--- src/hdl/vfc_pkg.sv ---
`timescale 1ns / 1ps
// ----------------------------------------------------------------------------
// vfc_pkg
// Shared types, register indexes and helpers for the voxel face culler.
// ----------------------------------------------------------------------------
package vfc_pkg;

    localparam int TYPE_COUNT = 64;
    localparam int SIDES      = 6;

    localparam int POS_W  = 4;
    localparam int TYPE_W = 6;
    localparam int DIR_W  = 3;
    localparam int IDX_W  = 3;
    localparam int DATA_W = TYPE_COUNT;
    localparam int SIDE_W = 3;

    // Configuration register indexes
    localparam logic [IDX_W-1:0] REG_HL_ENABLE = 3'd0;
    localparam logic [IDX_W-1:0] REG_HL_X      = 3'd1;
    localparam logic [IDX_W-1:0] REG_HL_Y      = 3'd2;
    localparam logic [IDX_W-1:0] REG_HL_Z      = 3'd3;
    localparam logic [IDX_W-1:0] REG_NONOPAQUE = 3'd4;
    localparam logic [IDX_W-1:0] REG_PARTIAL   = 3'd5;
    localparam logic [IDX_W-1:0] REG_AIR       = 3'd6;
    localparam logic [IDX_W-1:0] REG_WATER     = 3'd7;

    // Face direction codes
    localparam logic [DIR_W-1:0] DIR_TOP    = 3'd0;
    localparam logic [DIR_W-1:0] DIR_BOTTOM = 3'd1;
    localparam logic [DIR_W-1:0] DIR_RIGHT  = 3'd2;
    localparam logic [DIR_W-1:0] DIR_LEFT   = 3'd3;
    localparam logic [DIR_W-1:0] DIR_FRONT  = 3'd4;
    localparam logic [DIR_W-1:0] DIR_BACK   = 3'd5;

    typedef struct packed {
        logic [POS_W-1:0]  pos_x;
        logic [POS_W-1:0]  pos_y;
        logic [POS_W-1:0]  pos_z;
        logic [TYPE_W-1:0] block_type;
        logic [TYPE_W-1:0] nb_xplus;
        logic [TYPE_W-1:0] nb_xminus;
        logic [TYPE_W-1:0] nb_yplus;
        logic [TYPE_W-1:0] nb_yminus;
        logic [TYPE_W-1:0] nb_zplus;
        logic [TYPE_W-1:0] nb_zminus;
        logic [SIDES-1:0]  neighbor_absent;
    } voxel_req_t;

    typedef struct packed {
        logic [POS_W-1:0]  face_x;
        logic [POS_W-1:0]  face_y;
        logic [POS_W-1:0]  face_z;
        logic [DIR_W-1:0]  face_dir;
        logic [TYPE_W-1:0] face_type;
        logic              highlighted;
        logic              to_transparent;
        logic              last_face;
    } face_t;

    // Per-lane view of the configuration
    typedef struct packed {
        logic [TYPE_W-1:0]     air_code;
        logic [TYPE_W-1:0]     water_code;
        logic                  is_water;
        logic [TYPE_COUNT-1:0] nonopaque_mask;
    } lane_cfg_t;

    // One culled voxel handed to the face emitter
    typedef struct packed {
        logic [SIDES-1:0]  show;
        logic [POS_W-1:0]  pos_x;
        logic [POS_W-1:0]  pos_y;
        logic [POS_W-1:0]  pos_z;
        logic [TYPE_W-1:0] block_type;
        logic              highlighted;
        logic              to_transparent;
    } voxel_faces_t;

    // Side order +x,-x,+y,-y,+z,-z to face direction code
    function automatic logic [DIR_W-1:0] side_dir(input logic [SIDE_W-1:0] side);
        logic [DIR_W-1:0] dir;
        begin
            case (side)
                3'd0:    dir = DIR_RIGHT;
                3'd1:    dir = DIR_LEFT;
                3'd2:    dir = DIR_TOP;
                3'd3:    dir = DIR_BOTTOM;
                3'd4:    dir = DIR_FRONT;
                default: dir = DIR_BACK;
            endcase
            return dir;
        end
    endfunction

endpackage

--- src/hdl/vfc_lane.sv ---
`timescale 1ns / 1ps
// ----------------------------------------------------------------------------
// vfc_lane
// Visibility test for one face: shown when the neighbour is missing, air or
// not opaque, except water against water.
// ----------------------------------------------------------------------------
module vfc_lane (
    input  logic [vfc_pkg::TYPE_W-1:0] nb_type,
    input  logic                       absent,
    input  vfc_pkg::lane_cfg_t         cfg,
    output logic                       show
);
    import vfc_pkg::*;

    logic water_pair;
    logic see_through;

    // neighbour classification
    assign water_pair  = cfg.is_water && (nb_type == cfg.water_code);
    assign see_through = (nb_type == cfg.air_code) || cfg.nonopaque_mask[nb_type];

    assign show = absent || (!water_pair && see_through);

endmodule

--- src/hdl/vfc_merge.sv ---
`timescale 1ns / 1ps
// ----------------------------------------------------------------------------
// vfc_merge
// Collects the lane results of one voxel and emits its visible faces one per
// cycle, lowest side first, through a registered output.
// ----------------------------------------------------------------------------
module vfc_merge (
    input  logic                  clk,
    input  logic                  rst_n,
    input  logic                  load,
    input  vfc_pkg::voxel_faces_t item,
    output logic                  busy,
    output logic                  valid,
    output vfc_pkg::face_t        face
);
    import vfc_pkg::*;

    logic [SIDES-1:0]  mask_reg;
    logic [SIDES-1:0]  mask_next;
    logic [SIDES-1:0]  mask_rest;
    logic [SIDES-1:0]  low_bit;
    logic [SIDE_W-1:0] low_idx;
    voxel_faces_t      item_reg;
    logic              valid_reg;
    face_t             face_reg;
    face_t             face_next;

    // lowest pending side and what is left after it
    assign mask_rest = mask_reg & (mask_reg - SIDES'(1));
    assign low_bit   = mask_reg & ~mask_rest;

    always_comb
    begin
        low_idx = '0;
        for (int i = 0; i < SIDES; i++)
        begin
            if (low_bit[i])
            begin
                low_idx = SIDE_W'(i);
            end
        end
    end

    // more than one face left: this cycle does not finish the voxel
    assign busy      = (mask_rest != '0);
    assign mask_next = load ? item.show : mask_rest;

    // face selected this cycle, registered onto the output
    always_comb
    begin
        face_next.face_x         = item_reg.pos_x;
        face_next.face_y         = item_reg.pos_y;
        face_next.face_z         = item_reg.pos_z;
        face_next.face_dir       = side_dir(low_idx);
        face_next.face_type      = item_reg.block_type;
        face_next.highlighted    = item_reg.highlighted;
        face_next.to_transparent = item_reg.to_transparent;
        face_next.last_face      = (mask_rest == '0);
    end

    // control state
    always_ff @(posedge clk or negedge rst_n)
    begin
        if (!rst_n)
        begin
            mask_reg  <= '0;
            valid_reg <= 1'b0;
        end
        else
        begin
            mask_reg  <= mask_next;
            valid_reg <= (mask_reg != '0);
        end
    end

    // payload
    always_ff @(posedge clk)
    begin
        if (load)
        begin
            item_reg <= item;
        end
        face_reg <= face_next;
    end

    assign valid = valid_reg;
    assign face  = face_reg;

    // pending faces always produce an output strobe next cycle
    a_pending_emits: assert property (@(posedge clk) disable iff (!rst_n)
        (mask_reg != '0) |=> valid_reg)
        else $error("pending face not emitted");

    // without a new voxel each cycle removes exactly one pending face
    a_one_per_cycle: assert property (@(posedge clk) disable iff (!rst_n)
        (!load && mask_reg != '0) |=>
            ($countones(mask_reg) == $countones($past(mask_reg)) - 1))
        else $error("face count did not drop by one");

    // a voxel is only taken when the current one is on its final face
    a_load_last: assert property (@(posedge clk) disable iff (!rst_n)
        (load && mask_reg != '0) |=> (valid_reg && face_reg.last_face))
        else $error("voxel replaced before its last face");

endmodule

--- src/hdl/voxel_face_culler.sv ---
`timescale 1ns / 1ps
// ----------------------------------------------------------------------------
// voxel_face_culler
// Hidden-face culling for one voxel per request: six lanes test the faces in
// parallel, the merge stage emits visible faces one per cycle.
// ----------------------------------------------------------------------------
// A request is taken when start is high and busy is low. Its faces appear on
// face with valid, one per cycle, after the emitter's mask and item registers
// and its face output register, in side order +x,-x,+y,-y,+z,-z; last_face
// marks the final one. A voxel has up to six visible faces and holds busy high
// while more than one of them is still pending; a voxel with zero or one face
// (air voxels give none) lets the next request in on the following cycle. The
// rate is set by the single face output port. valid is a one-cycle strobe: the
// receiver must take every face as it comes. Configuration writes take
// effect at once and belong between requests.
// ----------------------------------------------------------------------------
module voxel_face_culler (
    input  logic                       clk,
    input  logic                       rst_n,
    input  logic                       start,
    output logic                       busy,
    input  vfc_pkg::voxel_req_t        req,
    output logic                       valid,
    output vfc_pkg::face_t             face,
    input  logic                       cfg_we,
    input  logic [vfc_pkg::IDX_W-1:0]  cfg_index,
    input  logic [vfc_pkg::DATA_W-1:0] cfg_data
);
    import vfc_pkg::*;

    logic                  hl_enable_reg;
    logic [POS_W-1:0]      hl_x_reg;
    logic [POS_W-1:0]      hl_y_reg;
    logic [POS_W-1:0]      hl_z_reg;
    logic [TYPE_COUNT-1:0] nonopaque_reg;
    logic [TYPE_COUNT-1:0] partial_reg;
    logic [TYPE_W-1:0]     air_reg;
    logic [TYPE_W-1:0]     water_reg;

    logic              accept;
    logic              is_air;
    lane_cfg_t         lane_cfg;
    logic [TYPE_W-1:0] nb_type [SIDES];
    logic [SIDES-1:0]  lane_show;
    voxel_faces_t      item;

    // configuration registers
    always_ff @(posedge clk or negedge rst_n)
    begin
        if (!rst_n)
        begin
            hl_enable_reg <= 1'b0;
            hl_x_reg      <= '0;
            hl_y_reg      <= '0;
            hl_z_reg      <= '0;
            nonopaque_reg <= '0;
            partial_reg   <= '0;
            air_reg       <= '0;
            water_reg     <= TYPE_W'(1);
        end
        else if (cfg_we)
        begin
            unique case (cfg_index)
                REG_HL_ENABLE: hl_enable_reg <= cfg_data[0];
                REG_HL_X:      hl_x_reg      <= cfg_data[POS_W-1:0];
                REG_HL_Y:      hl_y_reg      <= cfg_data[POS_W-1:0];
                REG_HL_Z:      hl_z_reg      <= cfg_data[POS_W-1:0];
                REG_NONOPAQUE: nonopaque_reg <= cfg_data[TYPE_COUNT-1:0];
                REG_PARTIAL:   partial_reg   <= cfg_data[TYPE_COUNT-1:0];
                REG_AIR:       air_reg       <= cfg_data[TYPE_W-1:0];
                REG_WATER:     water_reg     <= cfg_data[TYPE_W-1:0];
                default:       ;
            endcase
        end
    end

    assign accept = start && !busy;
    assign is_air = (req.block_type == air_reg);

    // shared lane configuration
    assign lane_cfg.air_code       = air_reg;
    assign lane_cfg.water_code     = water_reg;
    assign lane_cfg.is_water       = (req.block_type == water_reg);
    assign lane_cfg.nonopaque_mask = nonopaque_reg;

    // neighbours in side order +x,-x,+y,-y,+z,-z
    assign nb_type[0] = req.nb_xplus;
    assign nb_type[1] = req.nb_xminus;
    assign nb_type[2] = req.nb_yplus;
    assign nb_type[3] = req.nb_yminus;
    assign nb_type[4] = req.nb_zplus;
    assign nb_type[5] = req.nb_zminus;

    // one visibility lane per face
    for (genvar s = 0; s < SIDES; s++)
    begin : g_lane
        vfc_lane u_lane (
            .nb_type (nb_type[s]),
            .absent  (req.neighbor_absent[s]),
            .cfg     (lane_cfg),
            .show    (lane_show[s])
        );
    end

    // voxel summary for the emitter
    assign item.show           = is_air ? '0 : lane_show;
    assign item.pos_x          = req.pos_x;
    assign item.pos_y          = req.pos_y;
    assign item.pos_z          = req.pos_z;
    assign item.block_type     = req.block_type;
    assign item.highlighted    = hl_enable_reg && (req.pos_x == hl_x_reg) &&
                                 (req.pos_y == hl_y_reg) && (req.pos_z == hl_z_reg);
    assign item.to_transparent = partial_reg[req.block_type];

    vfc_merge u_merge (
        .clk   (clk),
        .rst_n (rst_n),
        .load  (accept),
        .item  (item),
        .busy  (busy),
        .valid (valid),
        .face  (face)
    );

endmodule

--- config.mk ---
export PLATFORM = sky130hd
export DESIGN_NAME = voxel_face_culler
export DESIGN_NICKNAME = d
export VERILOG_FILES = /design/src/hdl/vfc_pkg.sv /design/src/hdl/vfc_lane.sv /design/src/hdl/vfc_merge.sv /design/src/hdl/voxel_face_culler.sv
export SDC_FILE = /design/constraint.sdc
export NUM_CORES = 1
export LEC_CHECK = 0
export BUFFER_PORTS_ARGS = -buffer_cell sky130_fd_sc_hd__buf_4
export CAP_MARGIN = 10
export CORE_MARGIN = 5
export CORE_UTILIZATION = 35
export DETAILED_ROUTE_END_ITERATION = 8
export REMOVE_ABC_BUFFERS = 1
export SYNTH_ARGS = -nofsm -noshare
export SYNTH_HDL_FRONTEND = slang
export SYNTH_SLANG_ARGS = --single-unit
--- constraint.sdc ---
create_clock -name clk -period 6.4 [get_ports clk]
set_input_delay 0 -clock clk [delete_from_list [all_inputs] [get_ports clk]]
set_output_delay 0 -clock clk [all_outputs]
set_load 0.005 [all_outputs]
==> reports/qor.txt, run 1 <==
Synth Instances = 869
Yosys cell types = 50
Cell mode on critical path = a21oi_1
Port Buf Inserts = 156
Sum of negative setup slack = 0 ps
Pwr Density = 317.1 mW/mm²
Pint = 3408 µW
RSZ-0062 raised after global routing = false
Die H = 195.7 µm
Initial Util = 0.3520
Post-route clock period utilization = 0.4722
Vias/cell = 5.555
Worst slew pin tran = 974.6 ps
Sw Ratio = 0.2985
Register share of total power = 0.411
Nature of the critical path endpoint = register
Core footprint = 0.03429 mm²
Largest family of logic cells by synthesized area = multiplexers
Ys Warns = 0
Die area = 0.03830 mm²
Clk_lat worst skew = 540 ps
Crit Path Max Fanout = 8
Most frequent cells in the layout = mux2_2, dfrtp_1, buf_4
Final hold violations = 0
CTS buffer count = 24
Final HPWL DP = 26.01 mm
Critical Path RT = 6860 ps
First-pass DRT Iterations = 5
RD Place Congestion = 0.9479
Hold WS = 25.58 ps
Root Driver = clkbuf_16
Maximum root-to-sink buffer count = 3
Drt wl/cell = 23.98 µm
Crit-path leading delay family = simple AND/OR/NAND/NOR gates
Synthesized cell area = 0.01207 mm²
Fill cell count = 3136
Cell Chain, Critical Path = or4_1 -> a21oi_1 -> a21oi_1 -> nor2_1 -> o21ai_0 -> o21ai_1 -> dlygate4sd3_1
Final WL = 37.14 mm
Slew Limit Fails = 0
Clock skew = 23.43 ps
Final-report setup violation count = 0
Critical path class = reg -> reg
Post-CTS Hold Fix Bufs = 97
Worst path slowest cell = nor2_1
Yosys top cell area share = 0.3297
Post-Synth Simple-Gate Area = 0.04841
Compound-cell area share of the yosys netlist = 0.03971
Crit path buf inv count = 1
Peak VDD IR = 0.2153 mV
Status = finished clean
Share of cells above drive strength 1 = 0.4296
XOR/XNOR Fraction of Synth Area = 0.06821
Most common cell after layout, fill and taps aside = mux2_2
Pin count of the biggest net entering global routing = 85
# rows = 68
Worst Hold Class = in -> reg
Postcts setup bufs = 0
NetSw = 1450 µW
Overall Global Routing Usage = 0.1917
Clock share of power = 0.307
Leak = 0.006198 µW
Die width = 195.7 µm
Critical Path Start Type = register
Ant. Diodes = 0
Grt ovf = 0
Mux cell area share after synthesis = 0.3904
Via Count = 8605
# DRC = 0
Slew headroom = 0.3503
Reg clk slew, reported paths = 60 ps
Power share of the combinational group = 0.282
Antenna Violating Nets Remaining = 0
First-pass GRT wire length = 56.68 mm
Clock sinks = 204
Area share of fa/ha/maj cells after synthesis = 0.0008294
Nets = 1207
Synth Flop Type = dfrtp_1
FMAX = 0.3309 GHz
Initial drt markers = 712
Initial antenna violation count = 0
Delay of the slowest critical-path stage = 570 ps
Area contributors post-synth = dfrtp_1, mux4_2, mux2_2, edfxtp_1, xor2_1
H-tree depth = 1
Post-CTS resize count = 0
Layout area overhead = 26.96%
Post-synth EDFFs = 20
CTS tree = built
Io pins = 157
Vias in the first global route = 8968
Max cap viols = 0
Yosys reg bits = 204
Critical path arrival = 3480 ps
Post-synthesis average cell area = 13.89 µm²
Fin crit period = 3022 ps
Leading area contributor after synthesis = dfrtp_1
Ys async rst share = 0.7843
Sequential fraction of the synthesis area = 0.4214
-- synthesized netlist by cell type (9+ instances only) --
cell type / instances
nand3_1: 9
a21oi_1: 19
dfxtp_1: 24
nor3_1: 9
nor4_1: 14
buf_1: 15
buf_2: 23
edfxtp_1: 20
nor2b_1: 15
mux2i_1: 50
xnor2_1: 34
nand2_1: 9
mux4_2: 107
a22oi_1: 17
xor2_1: 60
nor2_1: 15
dfrtp_1: 159
clkbuf_1: 27
mux2_2: 160
-- logic make-up after synthesis --
kind of cell / Yosys count
AOI/OAI and AO/OA: 70
xor gates and xnor gates: 94
adders and majority gates: 1
buffers and inverters: 80
DFF: 204
muxes: 317
and+or+nand+nor: 103
-- per-layer routing --
metal / global-route usage / share of wire
met5: 0 / 0
met1: 0.2677 / 0.43
met3: 0.04156 / 0.081
met4: 0.03750 / 0.022
met2: 0.3121 / 0.47
-- worst register-to-register path: stages, from the launching register on --
cell and delay [ps]:
dfrtp_1 420, or4_1 560, a21oi_1 140, a21oi_1 110, nor2_1 570, o21ai_0 400
o21ai_1 210, dlygate4sd3_1 560
-- layout make-up --
type                    count  area (µm²)  area share
multi-input cells         585        6616      0.4318
flip-flops and latches    204        5086      0.3319
repair buffers            256        2168      0.1415
clock buffers              29       660.6     0.04311
well taps                 455       569.3     0.03715
clock inverters            15       203.9     0.01331
inverters                   5       18.77    0.001225
-- final timing paths --
path	start	endpoint	slack [ps]	cells after the start
setup / recovery	u_merge.mask_reg[2]	u_merge.mask_reg[5]	3380	7
hold / removal	cfg_index[2]	hl_z_reg[3]	30	3
setup reg to reg	u_merge.mask_reg[2]	u_merge.mask_reg[5]	3380	7
hold reg to reg	u_merge.face_next[8]	u_merge.face[8]	340	0
max in group asynchronous	rst_n	u_merge.mask_reg[3]	4840	3
min in group asynchronous	rst_n	partial_reg[30]	70	2
-- per-stage QoR --
step           total power, µW  cells  utilization  area [µm²]  setup WS, ps
6_report                  4858   1549       0.4469       15320          3378
5_1_grt                   5106   1549       0.4469       15320          3232
4_1_cts                   4888   1549       0.4469       15320          3421
3_5_place_dp              3306   1408       0.3934       13490          3994
3_3_place_gp              3276   1408       0.3934       13490          3998
2_1_floorplan             2741    794            -       11710          1224
-- power groups by stage --
stage / combinational [µW] / sequential, µW / clock, µW
after global placement: 1270 / 2000 / 0
after CTS: 1370 / 1990 / 1520
final: 1370 / 2000 / 1490
after detailed placement: 1290 / 2020 / 0
after floorplan: 848 / 1890 / 0
after global routing: 1480 / 2050 / 1580
No activity file was read; power rests on OpenSTA's default activity.
==> run 2, diff against run 1 <==
clock period = 2.65 ns   (was 6.4 ns; I/O delays follow)
==> run 2 against run 1 <==
  * Sequential power up 140%
  * Clock skew down 3.5 ps
  * Critical path depth down 1
  * Design area up 0.90%
  * Non-clock buffer count up 10
  * Fmax up 18%
  * Count of clock-buffer cells in the layout up 5
  * Cell count up 0.71%
  * Largest cell class unchanged
  * Clock power up 140%
  * Via count about the same
==> reports/qor.txt, run 2 (same netlist as run 1, synthesis figures left out) <==
Port Buf Inserts = 156
Sw Ratio = 0.3010
Slack of the critical path = 98.48 ps
Final instance area = 0.01546 mm²
Post-route clock period utilization = 0.9628
Most common cell after layout, fill and taps aside = mux2_2
Worst Hold Class = in -> reg
Critical Path Start Type = register
Status = finished clean
Post-Place Cell Area = 0.01358 mm²
Total power = 11640 µW
Die H = 195.7 µm
Reg clk slew, reported paths = 60 ps
Pint = 8133 µW
Critical path class = reg -> reg
Fin crit period = 2552 ps
Pwr Density = 752.5 mW/mm²
Delay of the slowest critical-path stage = 550 ps
Drt wl/cell = 23.43 µm
Root Driver = clkbuf_16
Clock skew = 19.93 ps
Maximum root-to-sink buffer count = 3
Vias/cell = 5.512
Most frequent cells in the layout = mux2_2, dfrtp_1, buf_4
Core footprint = 0.03429 mm²
Sum of negative setup slack = 0 ps
Nature of the critical path endpoint = register
Final WL = 36.55 mm
CTS buffer count = 24
First-pass DRT Iterations = 5
Nets = 1217
Power share of the combinational group = 0.285
RD Place Congestion = 0.9436
Worst slew pin tran = 676.8 ps
Register share of total power = 0.413
Grt ovf = 0
Postcts setup bufs = 0
Antenna Violating Nets Remaining = 0
Leak = 0.006250 µW
Die area = 0.03830 mm²
Initial Util = 0.3520
Crit Path Max Fanout = 7
Die width = 195.7 µm
Slew headroom = 0.5471
Initial drt markers = 619
CTS tree = built
Overall Global Routing Usage = 0.1887
Clock share of power = 0.302
FMAX = 0.3919 GHz
Io pins = 157
Clock sinks = 204
Final HPWL DP = 25.81 mm
Pin count of the biggest net entering global routing = 83
Via Count = 8598
FF-to-FF setup slack = 100 ps
H-tree depth = 1
Peak VDD IR = 0.4594 mV
Cell Chain, Critical Path = mux4_2 -> mux4_2 -> mux2i_2 -> a32o_1 -> dlygate4sd3_1 -> a21oi_1
Final hold violations = 0
Share of cells above drive strength 1 = 0.4321
First-pass GRT wire length = 56.50 mm
Slew Limit Fails = 0
Critical path arrival = 2960 ps
Final-report setup violation count = 0
Vias in the first global route = 9069
Critical Path RT = 3050 ps
# DRC = 0
Worst path slowest cell = dlygate4sd3_1
RSZ-0062 raised after global routing = false
# rows = 68
Cell mode on critical path = mux4_2
Pre-CTS setup slack = 256.7 ps
Clk_lat worst skew = 530 ps
Layout area overhead = 28.11%
Max cap viols = 0
Initial antenna violation count = 0
NetSw = 3502 µW
Fill cell count = 3086
[run 2: changes by cell type in the layout (fill, tap and decap cells not counted), moves of 3 or more]
cell / before / now
clkbuf_8: 2 / 5
dlygate4sd3_1: 97 / 101
clkinv_2: 6 / 3
buf_12: 0 / 5
[run 2: critical path, delay by kind of cell (launching register included)]
family	cells	cell delay, ps
muxes	3	1210
AOI/OAI and AO/OA	2	230
DFF	1	450
buffers and inverters	1	550
[run 2: repair_timing]
| action | 4_1_cts | 5_1_grt |
|---|---|---|
| endpoints found under the setup margin | 0 | 1 |
| hold endpoints to repair | 339 | 0 |
| hold buffers | 102 | 0 |
| gates resized for setup | 0 | 1 |
[run 2: cell type report]
cell class / instances / area [µm²] / area share
well taps: 455 / 569.3 / 0.03682
multi-input cells: 585 / 6620 / 0.4282
clock inverters: 10 / 138.9 / 0.008983
clock buffers: 34 / 709.4 / 0.04588
inverters: 5 / 18.77 / 0.001214
repair buffers: 266 / 2316 / 0.1498
flip-flops and latches: 204 / 5086 / 0.3290
diodes: 1 / 2.502 / 0.0001619
[run 2: power groups by stage]
stage | clock, µW | combinational (µW) | sequential (µW)
after global routing | 3720 | 3590 | 4930
after floorplan | 0 | 2050 | 4570
final | 3510 | 3310 | 4810
after global placement | 0 | 3150 | 4800
after CTS | 3600 | 3340 | 4790
after detailed placement | 0 | 3190 | 4850
[run 2: final timing paths]
check / from / end / depth (start not counted)
max: nonopaque_reg[23] / u_merge.mask_reg[3] / 6
min: cfg_index[2] / hl_z_reg[2] / 3
max reg2reg: nonopaque_reg[23] / u_merge.mask_reg[3] / 6
min reg2reg: u_merge.face_next[16] / u_merge.face[16] / 0
max in group asynchronous: rst_n / nonopaque_reg[32] / 4
min in group asynchronous: rst_n / nonopaque_reg[13] / 3
[run 2: metrics by stage]
step                hold WS, ps  utilization  cells
floorplan                -295.6            -    794
global placement         -31.11       0.3959   1413
detailed placement       -27.49       0.3959   1413
CTS                       3.555       0.4507   1559
global route              30.76       0.4508   1559
finish                    24.41       0.4509   1560
[run 2: per-layer routing]
layer  GRT usage  vias up  wire length [µm]
met5           0        -                 0
li1            -     3774                 -
met2      0.3072      341             17080
met4     0.04603        0               968
met3     0.03812       57              2560
met1      0.2614     4426             15950
==> run 3, diff against run 2 <==
CORE_UTILIZATION = 45   (was 35)
PLACE_DENSITY = 0.67   (was not set)
==> run 3 against run 2 <==
  * Sequential share of layout area grew 0.72 points
  * Clock skew grew 1.8 ps
  * Sequential power is essentially flat
  * Non-clock buffer count shrank 4
  * Setup slack gained 140 ps
  * First-iteration DRC count grew 16%
  * Power shrank 4.2%
  * Via count is essentially flat
  * Highest routed layer unchanged
==> reports/qor.txt, run 3 (same netlist as run 1, synthesis figures left out) <==
Final WL = 34.63 mm
Worst slew pin tran = 878.9 ps
Most common cell after layout, fill and taps aside = mux2_2
Post-CTS resize count = 0
Peak VDD IR = 0.4866 mV
RSZ-0062 raised after global routing = false
Most frequent cells in the layout = mux2_2, dfrtp_1, buf_4
Critical Path Start Type = register
Fin crit period = 2413 ps
Slack of the critical path = 237.1 ps
Maximum root-to-sink buffer count = 3
Post-CTS Hold Fix Bufs = 100
RD Place Congestion = 1.014
Vias/cell = 5.975
# rows = 60
Final non-filler cell total = 1440
First-pass DRT Iterations = 5
# DRC = 0
Crit Path Max Fanout = 8
Nets = 1212
Max cap viols = 0
Final HPWL DP = 24.21 mm
Sw Ratio = 0.3023
Die H = 173.8 µm
Register share of total power = 0.430
NetSw = 3371 µW
Initial drt markers = 717
Initial antenna violation count = 1
Delay of the slowest critical-path stage = 560 ps
Final instance area = 0.01513 mm²
Critical Path RT = 3080 ps
Clk_lat worst skew = 530 ps
Nature of the critical path endpoint = register
Worst Hold Class = in -> async
CTS buffer count = 23
Die width = 173.8 µm
Via Count = 8604
Clock share of power = 0.280
Antenna Violating Nets Remaining = 0
Post-layout util = 0.5677
H-tree depth = 1
Io pins = 157
Status = finished clean
Die area = 0.03020 mm²
Cell Chain, Critical Path = or4_1 -> a21oi_1 -> a21oi_1 -> nor2_1 -> o21ai_0 -> o21ai_1
Critical path class = reg -> reg
Grt ovf = 0
Fill cell count = 2165
Pwr Density = 737.1 mW/mm²
Post-route clock period utilization = 0.9105
Final hold violations = 0
Root Driver = clkbuf_16
Port Buf Inserts = 156
Slew Limit Fails = 0
Power share of the combinational group = 0.290
Clock sinks = 204
First-pass GRT wire length = 54.06 mm
Pin count of the biggest net entering global routing = 81
Slew headroom = 0.4141
CTS tree = built
Reg clk slew, reported paths = 60 ps
Critical path arrival = 2850 ps
Overall Global Routing Usage = 0.2274
Pre-CTS setup slack = 306.6 ps
Initial Util = 0.4529
Post-Place Cell Area = 0.01339 mm²
Layout area overhead = 25.37%
Postcts setup bufs = 0
Leak = 0.006164 µW
Final-report setup violation count = 0
Drt wl/cell = 24.05 µm
Vias in the first global route = 9057
Cell mode on critical path = a21oi_1
Share of cells above drive strength 1 = 0.4244
FMAX = 0.4144 GHz
Clock skew = 21.78 ps
Pint = 7781 µW
Placed insts = 1297
Worst path slowest cell = or4_1
Core footprint = 0.02665 mm²
==> run 3: changes by cell type in the layout (fill, tap and decap cells not counted), sizes merged <==
cell | previous run | this run
clkinvlp | 1 | 0
bufinv | 3 | 1
dlygate4sd3 | 101 | 100
buf | 165 | 162
clkbuf | 34 | 35
==> run 3: final timing paths <==
check	from	slack, ps	depth (start not counted)	end
min in group clk	req[23]	30	4	u_merge.mask_reg[3]
max in group asynchronous	rst_n	1790	3	nonopaque_reg[36]
hold / removal	rst_n	10	2	partial_reg[56]
setup reg to reg	u_merge.mask_reg[2]	240	6	u_merge.mask_reg[5]
setup / recovery	u_merge.mask_reg[2]	240	6	u_merge.mask_reg[5]
hold reg to reg	u_merge.face_next[5]	340	0	u_merge.face[5]
==> run 3: cell type report <==
type / count / area (µm²) / share of cell area
multi-input combinational: 585 / 6616 / 0.4373
sequential: 204 / 5086 / 0.3361
timing repair buffer: 262 / 2246 / 0.1484
clock buffer: 35 / 671.9 / 0.04441
tap: 341 / 426.7 / 0.02820
clock inverter: 7 / 62.56 / 0.004135
inverter: 5 / 18.77 / 0.001240
antenna: 1 / 2.502 / 0.0001654
==> run 3: layer usage <==
metal	vias up	part of all wire	track usage
li1	3773	-	-
met1	4371	0.41	0.3062
met2	380	0.48	0.3720
met3	80	0.078	0.04842
met4	0	0.034	0.07093
met5	-	0	0
==> run 3: critical path: cells and delay by family (launching register included) <==
family | cells | cell delay, ps
compound gates | 4 | 790
simple gates | 2 | 1110
flops | 1 | 430
==> run 3: power groups by stage <==
stage / registers [µW] / logic (µW) / clock network (µW)
finish: 4800 / 3230 / 3120
global route: 4920 / 3490 / 3310
CTS: 4780 / 3250 / 3190
detailed placement: 4840 / 3110 / 0
global placement: 4800 / 3050 / 0
floorplan: 4570 / 2050 / 0
==> run 3: through the flow <==
stage | hold slack, ps | TNS (ps) | power (µW)
3_3_place_gp | 18.07 | 0 | 7844
2_1_floorplan | -295.6 | -175210 | 6621
5_1_grt | 26.08 | 0 | 11720
3_5_place_dp | 18.99 | 0 | 7946
4_1_cts | 7.094 | 0 | 11220
6_report | 14.00 | 0 | 11150
